==> config.mk <==
export PLATFORM = sky130hd
export DESIGN_NAME = uart_rx_fifo_and_reply_parser
export DESIGN_NICKNAME = d
export VERILOG_FILES = /design/src/sv/urxfp_pkg.sv /design/src/sv/urxfp_fifo.sv /design/src/sv/urxfp_reply.sv /design/src/sv/uart_rx_fifo_and_reply_parser.sv
export SDC_FILE = /design/constraint.sdc
export NUM_CORES = 1
export LEC_CHECK = 0
export ABC_CLOCK_PERIOD_IN_PS = 5000
export BUFFER_PORTS_ARGS = -buffer_cell sky130_fd_sc_hd__buf_2
export CAP_MARGIN = 25
export CORE_MARGIN = 2
export CORE_UTILIZATION = 30
export CTS_BUF_LIST = sky130_fd_sc_hd__clkbuf_16
export CTS_CLUSTER_SIZE = 8
export DETAILED_ROUTE_END_ITERATION = 8
export GPL_TIMING_DRIVEN = 0
export MAX_ROUTING_LAYER = met4
export SLEW_MARGIN = 15
export SYNTH_ARGS = -nofsm -noshare
export SYNTH_HDL_FRONTEND = slang
export SYNTH_SLANG_ARGS = --single-unit
==> constraint.sdc <==
create_clock -name clk -period 5 [get_ports clk]
set_input_delay 1 -clock clk [delete_from_list [all_inputs] [get_ports clk]]
set_output_delay 1 -clock clk [all_outputs]
set_load 0.03 [all_outputs]
==> src/sv/urxfp_pkg.sv <==
// Shared types and constants for the UART receive FIFO and reply parser.
// Used by urxfp_fifo, urxfp_reply and uart_rx_fifo_and_reply_parser; no dependencies.
package urxfp_pkg;

    // item kinds
    localparam logic [1:0] KIND_BYTE  = 2'd0;
    localparam logic [1:0] KIND_POP   = 2'd1;
    localparam logic [1:0] KIND_READ  = 2'd2;
    localparam logic [1:0] KIND_CLEAR = 2'd3;

    // parser characters
    localparam logic [7:0] CH_START = 8'h3C;
    localparam logic [7:0] CH_CR    = 8'h0D;
    localparam logic [7:0] CH_LF    = 8'h0A;
    localparam logic [7:0] CH_ERR   = 8'h45;
    localparam logic [7:0] CH_OK    = 8'h53;

    // reply codes
    localparam logic [1:0] CODE_NONE = 2'd0;
    localparam logic [1:0] CODE_ERR  = 2'd1;
    localparam logic [1:0] CODE_OK   = 2'd2;

    // line end tracking
    localparam logic [1:0] LE_NONE = 2'd0;
    localparam logic [1:0] LE_CR   = 2'd1;
    localparam logic [1:0] LE_LF   = 2'd2;

    typedef struct packed {
        logic [1:0] kind;
        logic [7:0] rx_byte;
        logic       rx_error;
        logic [5:0] reply_index;
    } in_item_t;

    typedef struct packed {
        logic       pop_valid;
        logic [7:0] pop_byte;
        logic [6:0] fifo_level;
        logic       overflow_seen;
        logic       echo_valid;
        logic [7:0] echo_byte;
        logic [1:0] reply_code;
        logic       reply_ready;
        logic [6:0] reply_length;
        logic [7:0] reply_byte;
    } out_item_t;

    typedef struct packed {
        logic       pop_valid;
        logic [7:0] pop_byte;
        logic [6:0] fifo_level;
        logic       overflow_seen;
    } fifo_res_t;

    typedef struct packed {
        logic [1:0] reply_code;
        logic       reply_ready;
        logic [6:0] reply_length;
        logic [7:0] reply_byte;
    } reply_res_t;

endpackage

==> src/sv/urxfp_fifo.sv <==
// Circular receive FIFO with sticky overflow; one item per cycle while take is high.
// Depends on urxfp_pkg.
module urxfp_fifo #(
    parameter int DEPTH = 64
) (
    input  logic                 clk,
    input  logic                 rst_n,
    input  logic                 take,
    input  urxfp_pkg::in_item_t  item,
    input  logic                 command_mode,
    output urxfp_pkg::fifo_res_t res
);

    localparam int PW = (DEPTH > 1) ? $clog2(DEPTH) : 1;
    localparam int CW = $clog2(DEPTH + 1);

    logic [7:0]    mem [DEPTH];
    logic [PW-1:0] wp_reg, wp_next;
    logic [PW-1:0] rp_reg, rp_next;
    logic [CW-1:0] count_reg, count_next;
    logic          ovf_reg, ovf_next;
    logic          pop_valid_reg;
    logic [7:0]    pop_data_reg;
    logic          push, pop;

    always_comb
    begin
        push       = (item.kind == urxfp_pkg::KIND_BYTE) && !item.rx_error && !command_mode;
        pop        = (item.kind == urxfp_pkg::KIND_POP) && (count_reg != '0);
        wp_next    = wp_reg;
        rp_next    = rp_reg;
        count_next = count_reg;
        ovf_next   = ovf_reg;
        if (push)
        begin
            wp_next = (wp_reg == PW'(DEPTH - 1)) ? '0 : wp_reg + 1'b1;
            // reaching depth throws the buffered data away
            if (count_reg == CW'(DEPTH - 1))
            begin
                count_next = '0;
                ovf_next   = 1'b1;
            end
            else
            begin
                count_next = count_reg + 1'b1;
            end
        end
        else if (pop)
        begin
            rp_next    = (rp_reg == PW'(DEPTH - 1)) ? '0 : rp_reg + 1'b1;
            count_next = count_reg - 1'b1;
        end
        else if (item.kind == urxfp_pkg::KIND_CLEAR)
        begin
            ovf_next = 1'b0;
        end
    end

    always_ff @(posedge clk or negedge rst_n)
    begin
        if (!rst_n)
        begin
            wp_reg        <= '0;
            rp_reg        <= '0;
            count_reg     <= '0;
            ovf_reg       <= 1'b0;
            pop_valid_reg <= 1'b0;
        end
        else if (take)
        begin
            wp_reg        <= wp_next;
            rp_reg        <= rp_next;
            count_reg     <= count_next;
            ovf_reg       <= ovf_next;
            pop_valid_reg <= pop;
        end
    end

    always_ff @(posedge clk)
    begin
        if (take && push)
        begin
            mem[wp_reg] <= item.rx_byte;
        end
        if (take && pop)
        begin
            pop_data_reg <= mem[rp_reg];
        end
    end

    // state only moves on a new beat, so it still matches the held result
    always_comb
    begin
        res.pop_valid     = pop_valid_reg;
        res.pop_byte      = pop_valid_reg ? pop_data_reg : 8'h00;
        res.fifo_level    = 7'(count_reg);
        res.overflow_seen = ovf_reg;
    end

endmodule

==> src/sv/urxfp_reply.sv <==
// Command-mode reply parser with wrapping reply buffer and indexed read.
// Depends on urxfp_pkg.
module urxfp_reply #(
    parameter int DEPTH = 64
) (
    input  logic                  clk,
    input  logic                  rst_n,
    input  logic                  take,
    input  urxfp_pkg::in_item_t   item,
    input  logic                  command_mode,
    output urxfp_pkg::reply_res_t res
);

    localparam int PW = (DEPTH > 1) ? $clog2(DEPTH) : 1;
    localparam int CW = $clog2(DEPTH + 1);
    localparam int IW = (PW > 6) ? PW : 6;

    logic [7:0]    mem [DEPTH];
    logic [CW-1:0] count_reg, count_next, count_base;
    logic          started_reg, started_next;
    logic [1:0]    code_reg, code_next;
    logic [1:0]    stage_reg, stage_next;
    logic          done_reg, done_next;
    logic          rd_hit_reg;
    logic [7:0]    rd_data_reg;
    logic          cmd_byte, store, has_code, rd, in_range;
    logic [IW-1:0] idx_ext;
    logic [7:0]    b;

    assign b        = item.rx_byte;
    assign idx_ext  = IW'(item.reply_index);
    assign in_range = 32'(item.reply_index) < 32'(DEPTH);
    assign rd       = (item.kind == urxfp_pkg::KIND_READ) && in_range;
    assign has_code = code_reg != urxfp_pkg::CODE_NONE;
    assign cmd_byte = (item.kind == urxfp_pkg::KIND_BYTE) && !item.rx_error && command_mode;
    // a full buffer wraps before the next byte is parsed
    assign count_base = (count_reg >= CW'(DEPTH)) ? '0 : count_reg;

    always_comb
    begin
        count_next   = count_reg;
        started_next = started_reg;
        code_next    = code_reg;
        stage_next   = stage_reg;
        done_next    = done_reg;
        store        = 1'b0;
        if (cmd_byte)
        begin
            count_next = count_base;
            if (b == urxfp_pkg::CH_START && !started_reg)
            begin
                started_next = 1'b1;
                code_next    = urxfp_pkg::CODE_NONE;
                done_next    = 1'b0;
            end
            else if (b == urxfp_pkg::CH_CR && stage_reg == urxfp_pkg::LE_NONE
                     && started_reg && has_code)
            begin
                stage_next = urxfp_pkg::LE_CR;
            end
            else if (b == urxfp_pkg::CH_LF && stage_reg == urxfp_pkg::LE_CR
                     && started_reg && has_code)
            begin
                stage_next = urxfp_pkg::LE_LF;
                done_next  = 1'b1;
            end
            else if (b == urxfp_pkg::CH_ERR && started_reg && !has_code)
            begin
                code_next = urxfp_pkg::CODE_ERR;
            end
            else if (b == urxfp_pkg::CH_OK && started_reg && !has_code)
            begin
                code_next = urxfp_pkg::CODE_OK;
            end
            else if (started_reg && has_code)
            begin
                store      = 1'b1;
                count_next = count_base + 1'b1;
            end
        end
        else if (item.kind == urxfp_pkg::KIND_CLEAR)
        begin
            count_next   = '0;
            started_next = 1'b0;
            code_next    = urxfp_pkg::CODE_NONE;
            stage_next   = urxfp_pkg::LE_NONE;
            done_next    = 1'b0;
        end
    end

    always_ff @(posedge clk or negedge rst_n)
    begin
        if (!rst_n)
        begin
            count_reg   <= '0;
            started_reg <= 1'b0;
            code_reg    <= urxfp_pkg::CODE_NONE;
            stage_reg   <= urxfp_pkg::LE_NONE;
            done_reg    <= 1'b0;
            rd_hit_reg  <= 1'b0;
        end
        else if (take)
        begin
            count_reg   <= count_next;
            started_reg <= started_next;
            code_reg    <= code_next;
            stage_reg   <= stage_next;
            done_reg    <= done_next;
            rd_hit_reg  <= rd;
        end
    end

    always_ff @(posedge clk)
    begin
        if (take && store)
        begin
            mem[count_base[PW-1:0]] <= b;
        end
        if (take && rd)
        begin
            rd_data_reg <= mem[idx_ext[PW-1:0]];
        end
    end

    always_comb
    begin
        res.reply_code   = code_reg;
        res.reply_ready  = done_reg;
        res.reply_length = 7'(count_reg);
        res.reply_byte   = rd_hit_reg ? rd_data_reg : 8'h00;
    end

endmodule

==> src/sv/uart_rx_fifo_and_reply_parser.sv <==
// Top level: UART receive FIFO and command reply parser.
// Depends on urxfp_pkg, urxfp_fifo and urxfp_reply.
//
// Usage:
//   item channel (item_valid / item_stall / item): one beat per operation -
//     received byte with error flag, FIFO pop, reply byte read, or clear.
//   result channel (result_valid / result_stall / result): exactly one beat
//     per item, in order, carrying FIFO and parser status after that item.
//   cfg channel (cfg_valid / cfg_ready / cfg_data): writes command_mode;
//     cfg_ready is always high. Write only while no item is in flight.
// Pipeline: an accepted item passes through two register stages: the state
//   update with its registered memory read, then the output register.
// Throughput: one item per cycle while result is not stalled; every pointer and
//   counter update is a single step and each buffer has one write and one read port.
// Stall: while result is stalled, one more item is still taken into the
//   first stage; item_stall rises only when both stages hold a beat.
// Reset: pointers, counters, parser state, flags (except the echo flag) and
//   command_mode clear; buffer contents are not cleared, no sweep is needed.
module uart_rx_fifo_and_reply_parser #(
    parameter int FIFO_DEPTH  = 64,
    parameter int REPLY_DEPTH = 64
) (
    input  logic                 clk,
    input  logic                 rst_n,
    input  logic                 item_valid,
    output logic                 item_stall,
    input  urxfp_pkg::in_item_t  item,
    output logic                 result_valid,
    input  logic                 result_stall,
    output urxfp_pkg::out_item_t result,
    input  logic                 cfg_valid,
    output logic                 cfg_ready,
    input  logic                 cfg_data
);

    logic                  cmd_mode_reg;
    logic                  a_valid_reg, a_valid_next;
    logic                  b_valid_reg, b_valid_next;
    logic                  echo_valid_reg;
    logic [7:0]            echo_byte_reg;
    urxfp_pkg::out_item_t  b_data_reg, a_data;
    urxfp_pkg::fifo_res_t  fifo_res;
    urxfp_pkg::reply_res_t reply_res;
    logic                  take, a_move, echo;

    assign cfg_ready = 1'b1;

    assign a_move     = a_valid_reg && (!b_valid_reg || !result_stall);
    assign item_stall = a_valid_reg && !a_move;
    assign take       = item_valid && !item_stall;
    assign echo       = (item.kind == urxfp_pkg::KIND_BYTE) && !item.rx_error && cmd_mode_reg;

    assign a_valid_next = take || (a_valid_reg && !a_move);
    assign b_valid_next = a_move || (b_valid_reg && result_stall);

    urxfp_fifo #(
        .DEPTH(FIFO_DEPTH)
    ) u_fifo (
        .clk          (clk),
        .rst_n        (rst_n),
        .take         (take),
        .item         (item),
        .command_mode (cmd_mode_reg),
        .res          (fifo_res)
    );

    urxfp_reply #(
        .DEPTH(REPLY_DEPTH)
    ) u_reply (
        .clk          (clk),
        .rst_n        (rst_n),
        .take         (take),
        .item         (item),
        .command_mode (cmd_mode_reg),
        .res          (reply_res)
    );

    always_comb
    begin
        a_data.pop_valid     = fifo_res.pop_valid;
        a_data.pop_byte      = fifo_res.pop_byte;
        a_data.fifo_level    = fifo_res.fifo_level;
        a_data.overflow_seen = fifo_res.overflow_seen;
        a_data.echo_valid    = echo_valid_reg;
        a_data.echo_byte     = echo_valid_reg ? echo_byte_reg : 8'h00;
        a_data.reply_code    = reply_res.reply_code;
        a_data.reply_ready   = reply_res.reply_ready;
        a_data.reply_length  = reply_res.reply_length;
        a_data.reply_byte    = reply_res.reply_byte;
    end

    always_ff @(posedge clk or negedge rst_n)
    begin
        if (!rst_n)
        begin
            cmd_mode_reg <= 1'b0;
            a_valid_reg  <= 1'b0;
            b_valid_reg  <= 1'b0;
        end
        else
        begin
            if (cfg_valid && cfg_ready)
            begin
                cmd_mode_reg <= cfg_data;
            end
            a_valid_reg <= a_valid_next;
            b_valid_reg <= b_valid_next;
        end
    end

    always_ff @(posedge clk)
    begin
        if (take)
        begin
            echo_valid_reg <= echo;
            echo_byte_reg  <= item.rx_byte;
        end
        if (a_move)
        begin
            b_data_reg <= a_data;
        end
    end

    assign result_valid = b_valid_reg;
    assign result       = b_data_reg;

endmodule
After elaboration in Yosys (flattened, before gate mapping)
Memory sizes are Yosys's and may differ from the RTL's. A register that Yosys moved wholly into a read port is not among the register bits.
Cells that the tools add are included.
{ "word_totals": {"ram_bits": 1024, "regBits": 91, "out_inout_bits": 47, "n_memories": 2, "inputBits": 23, "elab_cells": 153} }
{ "memory_table": {"columns": ["name", "words", "width", "rd", "rd_ports_with_merged_regs", "wr", "line", "source"], "rows": [
  ["u_fifo.mem", 64, 8, 1, 1, 1, "urxfp_fifo.sv:17", "logic [7:0] mem [DEPTH];"],
  ["u_reply.mem", 64, 8, 1, 1, 1, "urxfp_reply.sv:18", "logic [7:0] mem [DEPTH];"]
]} }
{ "op_classes": {"n_reduce_logical": 51, "bitwise_logic": 1, "order_cmp": 1, "add_sub_neg": 5, "n_eq_ne": 21, "muxes": 46} }
{ "op_table": {"columns": ["cell", "count"], "rows": [
  ["$mux W7", 12],
  ["$logic_and A1 B1 Y1", 24],
  ["$mux W2", 11],
  ["$mux W1", 21],
  ["$eq A8 B4 Y1 const B", 2],
  ["$eq A8 B7 Y1 const B", 2],
  ["$add A7 B1 Y7 const B", 2],
  ["$add A6 B1 Y6 const B", 2],
  ["$eq A6 B6 Y1 const B", 2],
  ["$mux W6", 2],
  ["$reduce_and A4 Y1", 3],
  ["$eq A8 B6 Y1 const B", 1],
  ["$logic_not A1 Y1", 8],
  ["$reduce_bool A2 Y1", 4],
  ["$eq A7 B6 Y1 const B", 1],
  ["$ge A7 B7 Y1 const B", 1],
  ["$reduce_bool A7 Y1", 1],
  ["$sub A7 B1 Y7 const B", 1],
  ["$ne A3 B1 Y1 const B", 2],
  ["$ne A3 B2 Y1 const B", 2],
  ["$reduce_and A2 Y1", 3],
  ["$reduce_and A3 Y1", 2],
  ["$reduce_and A5 Y1", 1],
  ["$eq A2 B1 Y1 const B", 2],
  ["7 further kinds", 13]
]} }

Logic depth before layout (Yosys ltp)
{ "depth": {"ltp_word": 12, "mapped_depth": 9} }

By module
Synthesis repeated with hierarchy kept, for this count alone.
{ "hier_totals": {"hier_cells": 2193, "hier_area_um2": 44621.5} }
{ "by_module_without_submodules": {"columns": ["module", "cells_each", "n_inst", "area_each_um2"], "rows": [
  ["urxfp_fifo", 1082, 1, 21634.5],
  ["urxfp_reply", 1037, 1, 21190.3],
  ["uart_rx_fifo_and_reply_parser", 74, 1, 1796.7]
]} }

Least setup slack after synthesis
OpenSTA, ideal clock, no wires.
{ "synth_timing": {"kind": "input to register", "start": "in result_stall", "end": "reg b_data_reg, in the netlist result[0] (enable)", "t_required_ps": 4488, "stages": 1, "setup_ps": 512, "arrival_time_ps": 4236, "slack_ps": 251, "path_cell_list": "a21boi_0"} }
{ "synth_between": {"elab_chain_len": 3} }
{ "synth_lines": {"columns": ["element", "line", "source"], "rows": [
  ["start, declared", "uart_rx_fifo_and_reply_parser.sv:29", "input logic result_stall,"],
  ["$logic_not A1 Y1", "uart_rx_fifo_and_reply_parser.sv:48", "assign a_move = a_valid_reg && (!b_valid_reg || !result_stall);"],
  ["$logic_or A1 B1 Y1", "uart_rx_fifo_and_reply_parser.sv:48", null],
  ["$logic_and A1 B1 Y1", "uart_rx_fifo_and_reply_parser.sv:48", null],
  ["end signal, assigned", "uart_rx_fifo_and_reply_parser.sv:120", "b_data_reg <= a_data;"],
  ["end, declared", "uart_rx_fifo_and_reply_parser.sv:41", "urxfp_pkg::out_item_t b_data_reg, a_data;"]
]} }
No other way between the ends.
A chain may end at the register's enable or synchronous reset.

==> qor.txt <==
=============================================================================
Core area ......................................................    0.146 mm²
Outcome ........................................................ finished, final reports clean
Hold violation total from the final report .....................            0
Area grow syn2layout ...........................................        17.3%
Routed via count ...............................................        22944
Most used cell along the critical path ......................... sky130_fd_sc_hd__clkbuf_1
Area of the die ................................................    0.150 mm²
Clock tree from TritonCTS ......................................        built
Multi-input logic area .........................................  0.00978 mm²
Mean cell area of the mapped netlist ...........................     19.5 µm²
RSZ-0062 raised after global routing ...........................           no
Critical path capture point type ...............................    flip-flop
Vias in the first global route .................................        22975
DRC viols ......................................................            0
# rows .........................................................          140
Delay-heaviest family, CP ...................................... buffers and inverters
Initial antenna violation count ................................            4
Count of flip-flops with a built-in enable after synthesis .....         1093
Final GP Congestion ............................................        0.845
Time the final worst path needs with I/O delays and setup ......      4390 ps
Synth async-reset ratio ........................................        3.36%
Die Y-Extent ...................................................       387 µm
Max Root-Sink Buffers ..........................................            3
Sequential cell area in the final layout .......................   0.0338 mm²
Critical setup path kind .......................................      reg2reg
Pin count of the biggest net entering global routing ...........          103
Net count, final ...............................................         2535
Post-route setup slack .........................................       608 ps
Number of top-level design ports ...............................           70
Aggregate routed wire length ...................................       110 mm
Final Cell Area ................................................   0.0517 mm²
Synth Net Count ................................................         2288
Post-cts gate resize count .....................................            0
Seq cells post-synth ...........................................         1131
Post-synthesis instance total ..................................         2259
Area share of the leading cell type in the synthesized netlist .        74.4%
Placed Area ....................................................   0.0472 mm²
Post-synthesis sequential area ratio ...........................        76.6%
Overflow left after global routing .............................            0
Warnings, synthesis ............................................            0
Fin Clk Skew ...................................................      35.1 ps
Die boundary width .............................................       387 µm
Clock Sinks ....................................................         1131
Latest clock arrival within the worst-skew pair ................       760 ps
Cell variety after synth .......................................           65
Post CTS Setup Buffer Count ....................................            0
Iteration-0 DRC Markers ........................................         2746
Total power divided by cell area ...............................   462 mW/mm²
Buffers plus inverters on the worst setup path .................            4
Drt via density ................................................         5.12
Final period util ..............................................        87.8%
Worst slew margin relative to its limit ........................        23.6%
Pre-Repair DR Iteration Count ..................................            5
Antenna-violating nets left ....................................            0
CP Cell Sequence ............................................... clkbuf_1 -> buf_2 -> buf_1 -> clkbuf_1 -> mux2i_1 -> nor2_1 -> a2111oi_0 -> a221oi_1
Maximum operating frequency ....................................      228 MHz
Total routing resource utilization after global routing ........        14.9%
Number of max-slew violations in the final report ..............            0
Post-placement setup slack .....................................     -49.0 ps
Global-route wire length before repair .........................       160 mm
Predominant post-synthesis flop cell ........................... sky130_fd_sc_hd__edfxtp_1
Master cell of the clock root buffer ........................... sky130_fd_sc_hd__clkbuf_16
Tightest Hold Check Type .......................................     in2async
Slowest-stage cell, CP ......................................... sky130_fd_sc_hd__a2111oi_0
Worst vdd ir ...................................................       337 µV
Min Hold Slack .................................................       156 ps
HPWL after detailed placement ..................................      70.3 mm
Clock transition at path regs ..................................        50 ps
Post-synthesis instance area ...................................   0.0441 mm²
Required @ worst endpoint ......................................      5430 ps
Port buffer count ..............................................           66
Number of inserted filler cells in the final layout ............        13541
Arrival @ worst endpoint .......................................      4830 ps
Slew of the pin with the lowest slew margin ....................      1120 ps
CTS buffer count ...............................................          159
Final Setup Violations .........................................            0
Core occupancy in the finished layout ..........................        35.5%
Hold-fix buffers at CTS ........................................            0
Kind of launch point of the worst setup path ...................    flip-flop
Leakage ........................................................      16.5 nW
Cell taking the most area after synthesis ...................... sky130_fd_sc_hd__edfxtp_1
Setup TNS after final layout ...................................         0 ps
Wire per inst ..................................................      24.5 µm
Max-capacitance violation count ................................            0
Highest cell delay on the worst timing path ....................       960 ps
Initial core utilization .......................................        30.2%
CP Max Fanout ..................................................           10
Cell types occupying the most area after synthesis ............. sky130_fd_sc_hd__edfxtp_1 (74%), sky130_fd_sc_hd__mux4_2 (10%), sky130_fd_sc_hd__mux2i_1 (2.8%)
Total number of H-tree levels ..................................            4
Share of layout cells above drive strength 1 ...................        21.1%
=============================================================================
logic make-up after synthesis:
| group | synth area share, % |
|---|---|
| DFF | 76.6 |
| and+or+nand+nor | 4.67 |
| muxes | 13.6 |
| AOI/OAI and AO/OA | 3.54 |
| buffers and inverters | 1.24 |
| adders and majority gates | 0.170 |
| xor gates and xnor gates | 0.119 |
| other | 0.00851 |
area by class of cell:
cell class / instances / area share [%]
sequential: 1131 / 65.3
multi-input combinational: 1001 / 18.9
clock buffer: 160 / 7.74
tap: 1917 / 4.64
timing repair buffer: 86 / 1.52
buffer: 112 / 0.948
clock inverter: 58 / 0.820
inverter: 15 / 0.109
antenna: 1 / 0.00484
worst reg2reg max path: stages, from the launching register on:
cell and delay (ps):
sky130_fd_sc_hd__dfrtp_1 320, sky130_fd_sc_hd__clkbuf_1 290, sky130_fd_sc_hd__buf_2 370, sky130_fd_sc_hd__buf_1 790, sky130_fd_sc_hd__clkbuf_1 710, sky130_fd_sc_hd__mux2i_1 360
sky130_fd_sc_hd__nor2_1 70, sky130_fd_sc_hd__a2111oi_0 960, sky130_fd_sc_hd__a221oi_1 200
stage by stage:
| stage | power (mW) | instances |
|---|---|---|
| 6_report | 23.9 | 4481 |
| 5_1_grt | 24.7 | 4481 |
| 3_5_place_dp | 14.4 | 4259 |
| 2_1_floorplan | 13.1 | 2259 |
| 3_3_place_gp | 14.4 | 4242 |
| 4_1_cts | 24.1 | 4477 |
path summary, 6_finish.rpt:
check | cells after the start | endpoint | slack, ps | startpoint
setup / recovery | 8 | u_fifo.pop_data_reg[5]$_DFFE_PP_ | 610 | u_fifo.rp_reg[2]$_DFFE_PN0P_
max in group asynchronous | 2 | u_fifo.count_reg[5]$_DFFE_PN0P_ | 4310 | rst_n
hold reg to reg | 0 | result[30]$_DFFE_PP_ | 450 | u_fifo.count_reg[2]$_DFFE_PN0P_
hold / removal | 1 | u_fifo.rp_reg[4]$_DFFE_PN0P_ | 160 | rst_n
min in group clk | 0 | result[30]$_DFFE_PP_ | 450 | u_fifo.count_reg[2]$_DFFE_PN0P_
setup reg to reg | 8 | u_fifo.pop_data_reg[5]$_DFFE_PP_ | 610 | u_fifo.rp_reg[2]$_DFFE_PN0P_
routing by layer:
| layer | GRT usage (%) | vias up | routed length (µm) | part of all wire, % |
|---|---|---|---|---|
| met5 | - | - | 0 | 0 |
| met4 | 5.13 | 0 | 2830 | 2.6 |
| met3 | 2.76 | 202 | 8190 | 7.5 |
| met2 | 22.5 | 994 | 51600 | 47 |
| met1 | 20.3 | 11992 | 47300 | 43 |
| li1 | - | 9756 | - | - |
report_power, final:
part	total (mW)	internal (mW)	switching [mW]
logic	3.65	1.47	2.18
clock network	9.62	5.70	3.92
registers	10.6	10.6	0.0920
layout by cell type, fill, tap and decap left out, types with 6 or more instances in the layout:
cell	netlist	final
sky130_fd_sc_hd__buf_6	2	13
sky130_fd_sc_hd__nor2b_1	16	16
sky130_fd_sc_hd__o221ai_1	14	14
sky130_fd_sc_hd__dfrtp_1	38	38
sky130_fd_sc_hd__nor2_2	8	8
sky130_fd_sc_hd__edfxtp_1	1093	1093
sky130_fd_sc_hd__clkbuf_16	0	160
sky130_fd_sc_hd__clkbuf_1	58	58
sky130_fd_sc_hd__mux2_2	15	15
sky130_fd_sc_hd__nand2b_1	9	9
sky130_fd_sc_hd__nand2_1	65	65
sky130_fd_sc_hd__and2_1	28	28
sky130_fd_sc_hd__o22ai_1	58	58
sky130_fd_sc_hd__a22oi_1	39	39
sky130_fd_sc_hd__nor4_1	10	10
sky130_fd_sc_hd__buf_2	32	90
sky130_fd_sc_hd__a21oi_1	31	31
sky130_fd_sc_hd__inv_1	15	58
sky130_fd_sc_hd__ha_1	6	6
sky130_fd_sc_hd__nand4_1	11	11
sky130_fd_sc_hd__mux2i_1	125	125
sky130_fd_sc_hd__or3_1	8	8
sky130_fd_sc_hd__a211oi_1	17	17
sky130_fd_sc_hd__xnor2_1	6	6
sky130_fd_sc_hd__nor3_1	13	13
sky130_fd_sc_hd__mux4_2	204	204
sky130_fd_sc_hd__o31ai_1	8	8
sky130_fd_sc_hd__nand3_1	44	44
sky130_fd_sc_hd__o21ai_0	15	15
sky130_fd_sc_hd__nand3b_1	9	9
sky130_fd_sc_hd__nor2_1	163	163
sky130_fd_sc_hd__buf_1	16	17
sky130_fd_sc_hd__buf_16	0	10
Yosys cell counts, types with 8 or more instances:
cell type,instances
sky130_fd_sc_hd__a211oi_1,17
sky130_fd_sc_hd__a21oi_1,31
sky130_fd_sc_hd__a22oi_1,39
sky130_fd_sc_hd__and2_1,28
sky130_fd_sc_hd__buf_1,16
sky130_fd_sc_hd__buf_2,32
sky130_fd_sc_hd__clkbuf_1,58
sky130_fd_sc_hd__dfrtp_1,38
sky130_fd_sc_hd__edfxtp_1,1093
sky130_fd_sc_hd__inv_1,15
sky130_fd_sc_hd__mux2_2,15
sky130_fd_sc_hd__mux2i_1,125
sky130_fd_sc_hd__mux4_2,204
sky130_fd_sc_hd__nand2_1,65
sky130_fd_sc_hd__nand2b_1,9
sky130_fd_sc_hd__nand3_1,44
sky130_fd_sc_hd__nand3b_1,9
sky130_fd_sc_hd__nand4_1,11
sky130_fd_sc_hd__nor2_1,163
sky130_fd_sc_hd__nor2_2,8
sky130_fd_sc_hd__nor2b_1,16
sky130_fd_sc_hd__nor3_1,13
sky130_fd_sc_hd__nor4_1,10
sky130_fd_sc_hd__o21ai_0,15
sky130_fd_sc_hd__o221ai_1,14
sky130_fd_sc_hd__o22ai_1,58
sky130_fd_sc_hd__o31ai_1,8
sky130_fd_sc_hd__or3_1,8
(Power assumes the default switching activity.)
